==> src/rtl/brs_pkg.sv <==
// Shared types, codes and helpers for the bus request sequencer.
package brs_pkg;

  localparam int unsigned CountWidth  = 16;
  localparam int unsigned CfgWidth    = 16;
  localparam int unsigned CfgIdxWidth = 2;

  typedef logic [CountWidth-1:0]  count_t;
  typedef logic [CfgWidth-1:0]    cfg_data_t;
  typedef logic [CfgIdxWidth-1:0] cfg_idx_t;

  localparam cfg_idx_t CfgInitRetry    = 2'd0;
  localparam cfg_idx_t CfgClockPeriod  = 2'd1;
  localparam cfg_idx_t CfgSensorPeriod = 2'd2;

  localparam cfg_data_t MsReset = 16'd1000;

  // Request / command codes
  typedef logic [2:0] cmd_t;
  localparam cmd_t CmdNone      = 3'd0;
  localparam cmd_t CmdClockRd   = 3'd1;
  localparam cmd_t CmdClockWr   = 3'd2;
  localparam cmd_t CmdSensInit  = 3'd3;
  localparam cmd_t CmdSensRd    = 3'd4;
  localparam cmd_t CmdMemtest   = 3'd5;

  // Driver status codes
  typedef logic [1:0] drv_status_t;
  localparam drv_status_t StOk   = 2'd0;
  localparam drv_status_t StBusy = 2'd1;
  localparam drv_status_t StErr  = 2'd2;
  localparam drv_status_t StBad  = 2'd3;

  // Driver operation codes
  typedef logic [3:0] op_t;
  localparam op_t OpNone         = 4'd0;
  localparam op_t OpClockRdStart = 4'd1;
  localparam op_t OpClockRdPoll  = 4'd2;
  localparam op_t OpClockWrStart = 4'd3;
  localparam op_t OpClockWrPoll  = 4'd4;
  localparam op_t OpPowerOn      = 4'd5;
  localparam op_t OpCmdPoll      = 4'd6;
  localparam op_t OpContMode     = 4'd7;
  localparam op_t OpSensRdStart  = 4'd8;
  localparam op_t OpSensRdPoll   = 4'd9;
  localparam op_t OpMemtestPoll  = 4'd10;

  typedef logic [1:0] upd_t;
  localparam upd_t UpdNone   = 2'd0;
  localparam upd_t UpdClock  = 2'd1;
  localparam upd_t UpdSensor = 2'd2;

  typedef logic [1:0] phase_t;
  localparam phase_t Phase0 = 2'd0;
  localparam phase_t Phase1 = 2'd1;
  localparam phase_t Phase2 = 2'd2;
  localparam phase_t Phase3 = 2'd3;

  typedef struct packed {
    logic        kind;
    cmd_t        command;
    drv_status_t driver_status;
    logic        ms_elapsed;
    logic        memtest_running;
    logic        memtest_failed;
  } item_t;

  typedef struct packed {
    op_t         next_operation;
    upd_t        updated;
    logic        done_valid;
    cmd_t        done_command;
    drv_status_t done_status;
    logic        done_internal;
  } result_t;

  typedef struct packed {
    cfg_data_t init_retry_ms;
    cfg_data_t clock_period_ms;
    cfg_data_t sensor_period_ms;
  } reloads_t;

  function automatic op_t first_op(cmd_t cmd);
    op_t op;
    case (cmd)
      CmdClockRd:  op = OpClockRdStart;
      CmdClockWr:  op = OpClockWrStart;
      CmdSensInit: op = OpPowerOn;
      CmdSensRd:   op = OpSensRdStart;
      default:     op = OpMemtestPoll;
    endcase
    return op;
  endfunction

endpackage

==> src/rtl/brs_intf.sv <==
// Channel interfaces: request/poll input, result output, register write.
interface brs_in_if;
  logic                 valid;
  logic                 ready;
  logic                 kind;
  brs_pkg::cmd_t        command;
  brs_pkg::drv_status_t driver_status;
  logic                 ms_elapsed;
  logic                 memtest_running;
  logic                 memtest_failed;

  modport source (output valid, kind, command, driver_status, ms_elapsed,
                  memtest_running, memtest_failed, input ready);
  modport sink   (input valid, kind, command, driver_status, ms_elapsed,
                  memtest_running, memtest_failed, output ready);
endinterface

interface brs_out_if;
  logic                 valid;
  logic                 ready;
  brs_pkg::op_t         next_operation;
  brs_pkg::upd_t        updated;
  logic                 done_valid;
  brs_pkg::cmd_t        done_command;
  brs_pkg::drv_status_t done_status;
  logic                 done_internal;

  modport source (output valid, next_operation, updated, done_valid, done_command,
                  done_status, done_internal, input ready);
  modport sink   (input valid, next_operation, updated, done_valid, done_command,
                  done_status, done_internal, output ready);
endinterface

interface brs_cfg_if;
  logic                 valid;
  logic                 ready;
  brs_pkg::cfg_idx_t    index;
  brs_pkg::cfg_data_t   data;

  modport source (output valid, index, data, input ready);
  modport sink   (input valid, index, data, output ready);
endinterface

==> src/rtl/brs_cfg_regs.sv <==
// Reload registers for the three millisecond countdowns.
module brs_cfg_regs (
  input  logic               clk_i,
  input  logic               rst_ni,
  brs_cfg_if.sink            cfg_i,
  output brs_pkg::reloads_t  reloads_o
);

  brs_pkg::reloads_t reloads_q, reloads_d;

  assign cfg_i.ready = 1'b1;

  always_comb begin
    reloads_d = reloads_q;
    if (cfg_i.valid) begin
      unique case (cfg_i.index)
        brs_pkg::CfgInitRetry:    reloads_d.init_retry_ms    = cfg_i.data;
        brs_pkg::CfgClockPeriod:  reloads_d.clock_period_ms  = cfg_i.data;
        brs_pkg::CfgSensorPeriod: reloads_d.sensor_period_ms = cfg_i.data;
        default:                  reloads_d = reloads_q;  // unused index
      endcase
    end
  end

  always_ff @(posedge clk_i or negedge rst_ni) begin
    if (!rst_ni) begin
      reloads_q.init_retry_ms    <= brs_pkg::MsReset;
      reloads_q.clock_period_ms  <= brs_pkg::MsReset;
      reloads_q.sensor_period_ms <= brs_pkg::MsReset;
    end else begin
      reloads_q <= reloads_d;
    end
  end

  assign reloads_o = reloads_q;

endmodule

==> src/rtl/brs_engine.sv <==
// Sequencer state, countdowns and the per-transaction step logic.
module brs_engine (
  input  logic               clk_i,
  input  logic               rst_ni,
  input  logic               step_i,
  input  brs_pkg::item_t     item_i,
  input  brs_pkg::reloads_t  reloads_i,
  output brs_pkg::result_t   result_o
);

  brs_pkg::cmd_t   act_cmd_q, act_cmd_d;
  brs_pkg::phase_t act_phase_q, act_phase_d;
  logic            act_int_q, act_int_d;
  brs_pkg::cmd_t   pend_cmd_q, pend_cmd_d;
  logic            pend_int_q, pend_int_d;
  logic            sens_rdy_q, sens_rdy_d;
  brs_pkg::count_t init_cnt_q, init_cnt_d;
  brs_pkg::count_t clk_cnt_q, clk_cnt_d;
  brs_pkg::count_t sens_cnt_q, sens_cnt_d;

  always_comb begin
    brs_pkg::drv_status_t st;
    brs_pkg::drv_status_t fin_st;
    brs_pkg::op_t         first;
    logic                 fin;

    act_cmd_d   = act_cmd_q;
    act_phase_d = act_phase_q;
    act_int_d   = act_int_q;
    pend_cmd_d  = pend_cmd_q;
    pend_int_d  = pend_int_q;
    sens_rdy_d  = sens_rdy_q;
    init_cnt_d  = init_cnt_q;
    clk_cnt_d   = clk_cnt_q;
    sens_cnt_d  = sens_cnt_q;
    result_o    = '0;
    fin         = 1'b0;
    fin_st      = brs_pkg::StOk;
    st          = (item_i.driver_status == brs_pkg::StBad) ? brs_pkg::StErr
                                                           : item_i.driver_status;
    first       = brs_pkg::first_op(act_cmd_q);

    if (item_i.kind) begin
      // Software request: overwrite pending slot, codes 6/7 dropped
      if (item_i.command <= brs_pkg::CmdMemtest) begin
        pend_cmd_d = item_i.command;
        pend_int_d = 1'b0;
      end
    end else begin
      unique case (act_cmd_q)
        brs_pkg::CmdClockRd, brs_pkg::CmdClockWr, brs_pkg::CmdSensRd: begin
          if (act_phase_q == brs_pkg::Phase0) begin
            if (st == brs_pkg::StOk) begin
              result_o.next_operation = first + 4'd1;
              act_phase_d = brs_pkg::Phase1;
            end else begin
              fin = 1'b1; fin_st = st;
            end
          end else if (st == brs_pkg::StBusy) begin
            result_o.next_operation = first + 4'd1;
          end else begin
            if (st == brs_pkg::StOk && act_cmd_q == brs_pkg::CmdClockRd)
              result_o.updated = brs_pkg::UpdClock;
            if (st == brs_pkg::StOk && act_cmd_q == brs_pkg::CmdSensRd)
              result_o.updated = brs_pkg::UpdSensor;
            fin = 1'b1; fin_st = st;
          end
        end
        brs_pkg::CmdSensInit: begin
          unique case (act_phase_q)
            brs_pkg::Phase0: begin
              if (st == brs_pkg::StOk) begin
                result_o.next_operation = brs_pkg::OpCmdPoll;
                act_phase_d = brs_pkg::Phase1;
              end else begin
                fin = 1'b1; fin_st = st;
              end
            end
            brs_pkg::Phase1: begin
              if (st == brs_pkg::StOk) begin
                result_o.next_operation = brs_pkg::OpContMode;
                act_phase_d = brs_pkg::Phase2;
              end else if (st == brs_pkg::StBusy) begin
                result_o.next_operation = brs_pkg::OpCmdPoll;
              end else begin
                fin = 1'b1; fin_st = st;
              end
            end
            brs_pkg::Phase2: begin
              if (st == brs_pkg::StOk) begin
                result_o.next_operation = brs_pkg::OpCmdPoll;
                act_phase_d = brs_pkg::Phase3;
              end else begin
                fin = 1'b1; fin_st = st;
              end
            end
            brs_pkg::Phase3: begin
              if (st == brs_pkg::StBusy) begin
                result_o.next_operation = brs_pkg::OpCmdPoll;
              end else begin
                fin = 1'b1; fin_st = st;
              end
            end
          endcase
        end
        brs_pkg::CmdMemtest: begin
          if (item_i.memtest_running) begin
            result_o.next_operation = brs_pkg::OpMemtestPoll;
          end else begin
            fin = 1'b1;
            fin_st = item_i.memtest_failed ? brs_pkg::StErr : brs_pkg::StOk;
          end
        end
        brs_pkg::CmdNone: begin
          if (pend_cmd_q != brs_pkg::CmdNone && pend_cmd_q <= brs_pkg::CmdMemtest) begin
            // takeover: first operation named in this same step
            act_cmd_d   = pend_cmd_q;
            act_int_d   = pend_int_q;
            act_phase_d = brs_pkg::Phase0;
            pend_cmd_d  = brs_pkg::CmdNone;
            pend_int_d  = 1'b0;
            result_o.next_operation = brs_pkg::first_op(pend_cmd_q);
          end else if (!sens_rdy_q && init_cnt_q == '0) begin
            pend_cmd_d = brs_pkg::CmdSensInit;
            pend_int_d = 1'b1;
            init_cnt_d = brs_pkg::count_t'(reloads_i.init_retry_ms);
          end else if (clk_cnt_q == '0) begin
            pend_cmd_d = brs_pkg::CmdClockRd;
            pend_int_d = 1'b1;
            clk_cnt_d  = brs_pkg::count_t'(reloads_i.clock_period_ms);
          end else if (sens_cnt_q == '0) begin
            pend_cmd_d = brs_pkg::CmdSensRd;
            pend_int_d = 1'b1;
            sens_cnt_d = brs_pkg::count_t'(reloads_i.sensor_period_ms);
          end
        end
        default: begin
          act_cmd_d   = brs_pkg::CmdNone;
          act_phase_d = brs_pkg::Phase0;
          act_int_d   = 1'b0;
        end
      endcase

      if (fin) begin
        result_o.done_valid    = 1'b1;
        result_o.done_command  = act_cmd_q;
        result_o.done_status   = fin_st;
        result_o.done_internal = act_int_q;
        if (act_cmd_q == brs_pkg::CmdSensInit && act_int_q)
          sens_rdy_d = (fin_st == brs_pkg::StOk);
        act_cmd_d   = brs_pkg::CmdNone;
        act_phase_d = brs_pkg::Phase0;
        act_int_d   = 1'b0;
      end

      // ms tick applies after any reload
      if (item_i.ms_elapsed) begin
        if (init_cnt_d != '0) init_cnt_d = init_cnt_d - brs_pkg::count_t'(1);
        if (clk_cnt_d != '0)  clk_cnt_d  = clk_cnt_d - brs_pkg::count_t'(1);
        if (sens_cnt_d != '0) sens_cnt_d = sens_cnt_d - brs_pkg::count_t'(1);
      end
    end
  end

  always_ff @(posedge clk_i or negedge rst_ni) begin
    if (!rst_ni) begin
      act_cmd_q   <= brs_pkg::CmdNone;
      act_phase_q <= brs_pkg::Phase0;
      act_int_q   <= 1'b0;
      pend_cmd_q  <= brs_pkg::CmdNone;
      pend_int_q  <= 1'b0;
      sens_rdy_q  <= 1'b0;
      init_cnt_q  <= '0;
      clk_cnt_q   <= '0;
      sens_cnt_q  <= '0;
    end else if (step_i) begin
      act_cmd_q   <= act_cmd_d;
      act_phase_q <= act_phase_d;
      act_int_q   <= act_int_d;
      pend_cmd_q  <= pend_cmd_d;
      pend_int_q  <= pend_int_d;
      sens_rdy_q  <= sens_rdy_d;
      init_cnt_q  <= init_cnt_d;
      clk_cnt_q   <= clk_cnt_d;
      sens_cnt_q  <= sens_cnt_d;
    end
  end

endmodule

==> src/rtl/bus_request_sequencer_unit.sv <==
// Top level of the bus request sequencer: input register, step logic, result register.
//
//  channel | dir | modport | carries
//  --------+-----+---------+-------------------------------------------------
//  in_i    | in  | sink    | request or poll transaction (kind, command, status..)
//  out_o   | out | source  | one result transaction per input transaction
//  cfg_i   | in  | sink    | register write: index 0..2, 16-bit reload value
//
// Cycles: one transaction per cycle sustained while out_o is taken. An
// accepted transaction is held in the input register, is stepped through
// the sequencer logic and lands in the result register, from which out_o
// presents it as valid until it is taken.
// Reset: asynchronous, active low; clears sequencer state, countdowns and
// valid flags; reloads come up at 1000 ms.
// Stalls: when out_o is not taken, the result register holds and the input
// register fills; in_i.ready drops only when both are occupied.
module bus_request_sequencer_unit (
  input  logic     clk_i,
  input  logic     rst_ni,
  brs_in_if.sink   in_i,
  brs_out_if.source out_o,
  brs_cfg_if.sink  cfg_i
);

  // Input register stage
  logic              in_vld_q, in_vld_d;
  brs_pkg::item_t    item_q;
  // Result register stage
  logic              out_vld_q, out_vld_d;
  brs_pkg::result_t  res_q;
  brs_pkg::result_t  res_step;
  brs_pkg::reloads_t reloads;
  logic              advance;
  logic              in_take;

  // A held transaction moves on whenever the result slot is free or being drained.
  assign advance    = in_vld_q && (!out_vld_q || out_o.ready);
  assign in_i.ready = !in_vld_q || advance;
  assign in_take    = in_i.valid && in_i.ready;

  always_comb begin
    in_vld_d = in_vld_q;
    if (in_take)      in_vld_d = 1'b1;
    else if (advance) in_vld_d = 1'b0;

    out_vld_d = out_vld_q;
    if (advance)          out_vld_d = 1'b1;
    else if (out_o.ready) out_vld_d = 1'b0;
  end

  always_ff @(posedge clk_i or negedge rst_ni) begin
    if (!rst_ni) begin
      in_vld_q  <= 1'b0;
      out_vld_q <= 1'b0;
    end else begin
      in_vld_q  <= in_vld_d;
      out_vld_q <= out_vld_d;
    end
  end

  // Payload registers, no reset needed
  always_ff @(posedge clk_i) begin
    if (in_take) begin
      item_q.kind            <= in_i.kind;
      item_q.command         <= in_i.command;
      item_q.driver_status   <= in_i.driver_status;
      item_q.ms_elapsed      <= in_i.ms_elapsed;
      item_q.memtest_running <= in_i.memtest_running;
      item_q.memtest_failed  <= in_i.memtest_failed;
    end
    if (advance) res_q <= res_step;
  end

  brs_cfg_regs u_cfg (
    .clk_i     (clk_i),
    .rst_ni    (rst_ni),
    .cfg_i     (cfg_i),
    .reloads_o (reloads)
  );

  // State commits only when the result is actually registered
  brs_engine u_engine (
    .clk_i     (clk_i),
    .rst_ni    (rst_ni),
    .step_i    (advance),
    .item_i    (item_q),
    .reloads_i (reloads),
    .result_o  (res_step)
  );

  assign out_o.valid          = out_vld_q;
  assign out_o.next_operation = res_q.next_operation;
  assign out_o.updated        = res_q.updated;
  assign out_o.done_valid     = res_q.done_valid;
  assign out_o.done_command   = res_q.done_command;
  assign out_o.done_status    = res_q.done_status;
  assign out_o.done_internal  = res_q.done_internal;

  // A finished command never names another driver operation in the same step.
  a_done_no_op: assert property (@(posedge clk_i) disable iff (!rst_ni)
    out_o.valid && out_o.done_valid |-> out_o.next_operation == brs_pkg::OpNone)
    else $error("operation named alongside completion");

  // A value update only comes with a successful completion.
  a_upd_done: assert property (@(posedge clk_i) disable iff (!rst_ni)
    out_o.valid && out_o.updated != brs_pkg::UpdNone |->
      out_o.done_valid && out_o.done_status == brs_pkg::StOk)
    else $error("update without successful completion");

  // Completion fields are zero when nothing finished.
  a_done_zero: assert property (@(posedge clk_i) disable iff (!rst_ni)
    out_o.valid && !out_o.done_valid |->
      out_o.done_command == brs_pkg::CmdNone && out_o.done_status == brs_pkg::StOk &&
      !out_o.done_internal)
    else $error("completion fields set without completion");

  // A stalled transaction in the input register stays put.
  a_in_hold: assert property (@(posedge clk_i) disable iff (!rst_ni)
    in_vld_q && !advance |=> in_vld_q && $stable(item_q))
    else $error("input register lost a waiting transaction");

endmodule
==> src/flat_wrapper.sv <==
// flat-port wrapper written by rule: the top's interface ports become plain ports
module bus_request_sequencer_unit_flat 
  (clk_i, rst_ni, in_i_valid, in_i_kind, in_i_command, in_i_driver_status, in_i_ms_elapsed, in_i_memtest_running, in_i_memtest_failed, in_i_ready, out_o_valid, out_o_next_operation, out_o_updated, out_o_done_valid, out_o_done_command, out_o_done_status, out_o_done_internal, out_o_ready, cfg_i_valid, cfg_i_index, cfg_i_data, cfg_i_ready);
  brs_in_if in_i_i ();
  brs_out_if out_o_i ();
  brs_cfg_if cfg_i_i ();
  input  logic clk_i;
  input  logic rst_ni;
  input wire logic [$bits(in_i_i.valid)-1:0] in_i_valid;
  input wire logic [$bits(in_i_i.kind)-1:0] in_i_kind;
  input wire logic [$bits(in_i_i.command)-1:0] in_i_command;
  input wire logic [$bits(in_i_i.driver_status)-1:0] in_i_driver_status;
  input wire logic [$bits(in_i_i.ms_elapsed)-1:0] in_i_ms_elapsed;
  input wire logic [$bits(in_i_i.memtest_running)-1:0] in_i_memtest_running;
  input wire logic [$bits(in_i_i.memtest_failed)-1:0] in_i_memtest_failed;
  output wire logic [$bits(in_i_i.ready)-1:0] in_i_ready;
  output wire logic [$bits(out_o_i.valid)-1:0] out_o_valid;
  output wire logic [$bits(out_o_i.next_operation)-1:0] out_o_next_operation;
  output wire logic [$bits(out_o_i.updated)-1:0] out_o_updated;
  output wire logic [$bits(out_o_i.done_valid)-1:0] out_o_done_valid;
  output wire logic [$bits(out_o_i.done_command)-1:0] out_o_done_command;
  output wire logic [$bits(out_o_i.done_status)-1:0] out_o_done_status;
  output wire logic [$bits(out_o_i.done_internal)-1:0] out_o_done_internal;
  input wire logic [$bits(out_o_i.ready)-1:0] out_o_ready;
  input wire logic [$bits(cfg_i_i.valid)-1:0] cfg_i_valid;
  input wire logic [$bits(cfg_i_i.index)-1:0] cfg_i_index;
  input wire logic [$bits(cfg_i_i.data)-1:0] cfg_i_data;
  output wire logic [$bits(cfg_i_i.ready)-1:0] cfg_i_ready;
  assign in_i_i.valid = in_i_valid;
  assign in_i_i.kind = in_i_kind;
  assign in_i_i.command = in_i_command;
  assign in_i_i.driver_status = in_i_driver_status;
  assign in_i_i.ms_elapsed = in_i_ms_elapsed;
  assign in_i_i.memtest_running = in_i_memtest_running;
  assign in_i_i.memtest_failed = in_i_memtest_failed;
  assign in_i_ready = in_i_i.ready;
  assign out_o_valid = out_o_i.valid;
  assign out_o_next_operation = out_o_i.next_operation;
  assign out_o_updated = out_o_i.updated;
  assign out_o_done_valid = out_o_i.done_valid;
  assign out_o_done_command = out_o_i.done_command;
  assign out_o_done_status = out_o_i.done_status;
  assign out_o_done_internal = out_o_i.done_internal;
  assign out_o_i.ready = out_o_ready;
  assign cfg_i_i.valid = cfg_i_valid;
  assign cfg_i_i.index = cfg_i_index;
  assign cfg_i_i.data = cfg_i_data;
  assign cfg_i_ready = cfg_i_i.ready;
  bus_request_sequencer_unit u_core (.clk_i(clk_i), .rst_ni(rst_ni), .in_i(in_i_i), .out_o(out_o_i), .cfg_i(cfg_i_i));
endmodule
==> config.mk <==
export PLATFORM = sky130hd
export DESIGN_NAME = bus_request_sequencer_unit_flat
export DESIGN_NICKNAME = d
export VERILOG_FILES = /design/src/rtl/brs_pkg.sv /design/src/rtl/brs_intf.sv /design/src/rtl/brs_cfg_regs.sv /design/src/rtl/brs_engine.sv /design/src/rtl/bus_request_sequencer_unit.sv /design/src/flat_wrapper.sv
export SDC_FILE = /design/constraint.sdc
export NUM_CORES = 1
export LEC_CHECK = 0
export BUFFER_PORTS_ARGS = -buffer_cell sky130_fd_sc_hd__buf_2
export CELL_PAD_IN_SITES_DETAIL_PLACEMENT = 1
export CELL_PAD_IN_SITES_GLOBAL_PLACEMENT = 1
export CORE_ASPECT_RATIO = 0.6
export CORE_MARGIN = 2
export CORE_UTILIZATION = 25
export DETAILED_ROUTE_END_ITERATION = 12
export GPL_TIMING_DRIVEN = 0
export PLACE_DENSITY_LB_ADDON = 0.1
export SYNTH_ARGS = -nofsm -noshare
export SYNTH_HDL_FRONTEND = slang
export SYNTH_SLANG_ARGS = --single-unit
==> constraint.sdc <==
create_clock -name clk_i -period 5.9 [get_ports clk_i]
set_input_delay 1.18 -clock clk_i [delete_from_list [all_inputs] [get_ports clk_i]]
set_output_delay 1.18 -clock clk_i [all_outputs]
set_load 0.02 [all_outputs]
==> results.json <==
{
  "status": "finished clean",
  "syn_area_per_cell_um2": 9.50,
  "fin_util": 0.296,
  "cts_hold_buf": 0,
  "synth_compound_area_frac": 0.202,
  "grt_usage": 0.202,
  "synth_nets": 866,
  "grt_overflow": 0,
  "synth_seq_cells": 131,
  "io_buffer_count": 46,
  "min_path_type": "flop to flop",
  "wl_per_cell_um": 24.2,
  "clkLatencyLatePin_ps": 440,
  "drt-pass1-iter-count": 5,
  "layout.nets": 932,
  "worstRegToRegCells": 14,
  "rsz0062_at_grt": "no",
  "drt_iter0_markers": 577,
  "worstSetupEndpointType": "flop",
  "r2r_slack_ps": 1050,
  "ys.flop_type": "dfrtp_1",
  "wl_um": 31800,
  "drtAntennaViolNets": 0,
  "final-seq-area_um2": 3410,
  "critPathLaunch": "u_core.u_engine.init_cnt_q[2]",
  "synthArstFlopShare": 0.832,
  "die_area_um2": 32800,
  "grt_pass1_wl_um": 48300,
  "die_y_um": 141,
  "clock_tree.root_cell": "clkbuf_16",
  "cts_inserted_buffers": 17,
  "grt_pass1_vias": 6948,
  "vias": 7030,
  "drive_above_1_share": 0.202,
  "cts_tree": "done",
  "synth_cells": 823,
  "area_growth_pct": 17.1,
  "multi_input_area_um2": 4190,
  "gp_congestion": 0.797,
  "synth_top_family_by_area": "simple AND/OR/NAND/NOR gates",
  "setup_violations": 0,
  "vdd_drop_max_mv": 0.239,
  "crit_fanout": 9,
  "cts.repair.resized": 0,
  "fmax_ghz": 0.206,
  "ioPinCount": 48,
  "clock-sinks": 131,
  "critPathArrivalTime_ps": 5170,
  "initial_utilization": 0.253,
  "synth_xor_area_frac": 0.00560,
  "ys_warn_count": 0,
  "yosys.area_share.simple": 0.227,
  "postCtsSetupBuffers": 0,
  "slew_headroom": 0.197,
  "drv_slew": 0,
  "yosysSeqAreaShare": 0.436,
  "holdWs_ps": 501,
  "fin_crit_sh": 0.823,
  "timing.rr.end": "u_core.u_engine.init_cnt_q[15]",
  "row_count": 50,
  "fin_tns_setup_ps": 0,
  "vias_per_cell": 5.33,
  "synth_top_area_frac": 0.291,
  "coreArea_um2": 31000,
  "drv_cap": 0,
  "ctsLongestPathBuffers": 2,
  "start_kind": "flop",
  "p_per_area_nw_per_um2": 418,
  "worst-slew-pin-transition_ps": 1200,
  "n_fill_cell": 3591,
  "reg2reg_from": "u_core.u_engine.init_cnt_q[2]",
  "synth_edf_count": 22,
  "yosysTopAreaCell": "dfrtp_1",
  "crit_required_ps": 6220,
  "p_leak_uw": 0.00339,
  "cts.clk_slew.worst_paths_ps": 60,
  "grt_start_max_net_pins": 89,
  "n_antenna_cell": 0,
  "synth_area_um2": 7820,
  "hold_viol_final": 0,
  "antenna_found_initial": 3,
  "muxShareOfSynthArea": 0.0824,
  "dp.final_hpwl_um": 23800,
  "endpoint": "u_core.u_engine.init_cnt_q[15]",
  "h-tree-depth": 4,
  "skew_ps": 11.7,
  "yosysUniqueCellTypes": 88,
  "crit_type": "flop to flop",
  "synthTopCellsByArea": "dfrtp_1 (29%), edfxtp_1 (8.4%), mux2_2 (7.3%)",
  "yosys.area_share.adder": 0.0176,
  "fin_crit_ps": 4850,
  "dieWidth_um": 232,
  "post-route-drc-count": 0
}
synthesized netlist by cell type (3+ instances only):
| library cell | instances |
|---|---|
| a2111o_1 | 3 |
| a211o_1 | 5 |
| a211oi_1 | 20 |
| a21o_1 | 3 |
| a21oi_1 | 33 |
| a221oi_1 | 3 |
| a22o_1 | 4 |
| a22oi_1 | 14 |
| a31oi_1 | 20 |
| a41oi_1 | 3 |
| and2_1 | 11 |
| and3_1 | 6 |
| and3b_1 | 3 |
| buf_2 | 8 |
| clkbuf_1 | 27 |
| dfrtp_1 | 91 |
| dfstp_2 | 18 |
| edfxtp_1 | 22 |
| ha_1 | 11 |
| inv_1 | 12 |
| mux2_2 | 51 |
| mux2i_1 | 7 |
| nand2_1 | 65 |
| nand2b_1 | 6 |
| nand3_1 | 25 |
| nand3b_1 | 8 |
| nand4_1 | 8 |
| nor2_1 | 89 |
| nor2b_1 | 7 |
| nor3_1 | 39 |
| nor4_1 | 15 |
| nor4_4 | 3 |
| o211ai_1 | 10 |
| o21ai_0 | 66 |
| o21ai_1 | 4 |
| o22ai_1 | 9 |
| o32ai_1 | 4 |
| or2_2 | 4 |
| or3_1 | 13 |
| or4_1 | 7 |
| xnor2_1 | 4 |
stage by stage:
step | std cells | cell area [um2] | setup WS [ps] | power, uW
floorplan | 823 | 7820 | 2410 | 2250
global route | 1318 | 9160 | 742 | 4080
CTS | 1318 | 9160 | 1140 | 3840
global placement | 1285 | 8570 | 1090 | 2770
detailed placement | 1286 | 8600 | 1190 | 2780
finish | 1318 | 9160 | 1050 | 3830
cell usage in the layout, fill, tap and decap left out, drive strengths merged, types with 5 or more instances in the layout:
| master | instances |
|---|---|
| and3 | 6 |
| a211o | 5 |
| clkbuf | 49 |
| nor4 | 19 |
| clkinv | 6 |
| a211oi | 20 |
| edfxtp | 22 |
| a31oi | 20 |
| mux2i | 7 |
| or4 | 7 |
| nand2b | 6 |
| dfrtp | 91 |
| buf | 60 |
| or2 | 8 |
| o32ai | 5 |
| nand4 | 10 |
| nor2 | 89 |
| nand2 | 65 |
| o211ai | 10 |
| dfstp | 18 |
| nand3b | 8 |
| a22oi | 14 |
| a21oi | 34 |
| and2 | 11 |
| or3 | 15 |
| nand3 | 26 |
| nor2b | 7 |
| nor3 | 42 |
| mux2 | 51 |
| o22ai | 9 |
| ha | 11 |
| inv | 13 |
| o21ai | 71 |
state kept, by name, summed over array words and instances (netlist names), 2 cells and up:
signal,cells
u_core.u_cfg.reloads_o,48
u_core.u_engine.clk_cnt_q,16
u_core.u_engine.init_cnt_q,16
u_core.u_engine.sens_cnt_q,16
u_core.item_q,9
u_core.out_o.next_operation,4
u_core.out_o.done_command,3
u_core.u_engine.act_cmd_q,3
u_core.u_engine.pend_cmd_q,3
u_core.out_o.done_status,2
u_core.out_o.updated,2
u_core.u_engine.act_phase_q,2
metal layers:
metal / track usage / routed length (um) / up-vias
met5: 0 / 0 / -
met4: 0.0361 / 218 / 0
met3: 0.0411 / 1230 / 15
met2: 0.243 / 11800 / 132
met1: 0.348 / 18600 / 3625
li1: - / - / 3258
how the worst min path moves through the flow:
| stage | startpoint | endpoint | slack, ps | cells after the start |
|---|---|---|---|---|
| after floorplan | u_core.in_vld_q | u_core.out_o.valid | 460 | 1 |
| after global placement | u_core.in_vld_q | u_core.out_o.valid | 480 | 1 |
| after detailed placement | u_core.in_vld_q | u_core.out_o.valid | 480 | 1 |
| after CTS | u_core.in_vld_q | u_core.out_o.valid | 500 | 1 |
| after global routing | u_core.u_engine.pend_int_q | u_core.u_engine.pend_int_q | 530 | 1 |
| final | u_core.in_vld_q | u_core.out_o.valid | 500 | 1 |
cells by family (layout without fill, tap and decap cells):
family / count (synthesis) / after routing
other cells: 1 / 1
compound gates: 233 / 233
xor+xnor: 5 / 5
fa+ha+maj: 11 / 11
simple gates: 332 / 332
flops: 131 / 131
mux: 58 / 58
buf+inv: 52 / 131
critical path, cell delays in order, from the launching register on:
cell and delay [ps]:
dfrtp_1 470, nor4_4 520, nand3_1 340, or2_1 300, clkbuf_1 250, nor2_1 730
a21oi_1 270, ha_1 260, nand4b_1 130, nor2_1 80, a41oi_4 360, nand4_2 220
or3_4 440, o32ai_2 270, nor2_1 60
cell type report:
type / instances / share of cell area
clock buffers: 22 / 0.0518
plain buffers: 40 / 0.0191
well taps: 416 / 0.0568
inverters: 12 / 0.00492
repair buffers: 47 / 0.0288
flip-flops and latches: 131 / 0.372
clock inverters: 10 / 0.00888
multi-input cells: 640 / 0.457
power breakdown:
| group | total, uW | internal [uW] | switching, uW |
|---|---|---|---|
| clock | 1040 | 608 | 431 |
| combinational | 1350 | 473 | 880 |
| sequential | 1440 | 1150 | 287 |
Power figures use the tool's default switching activity.
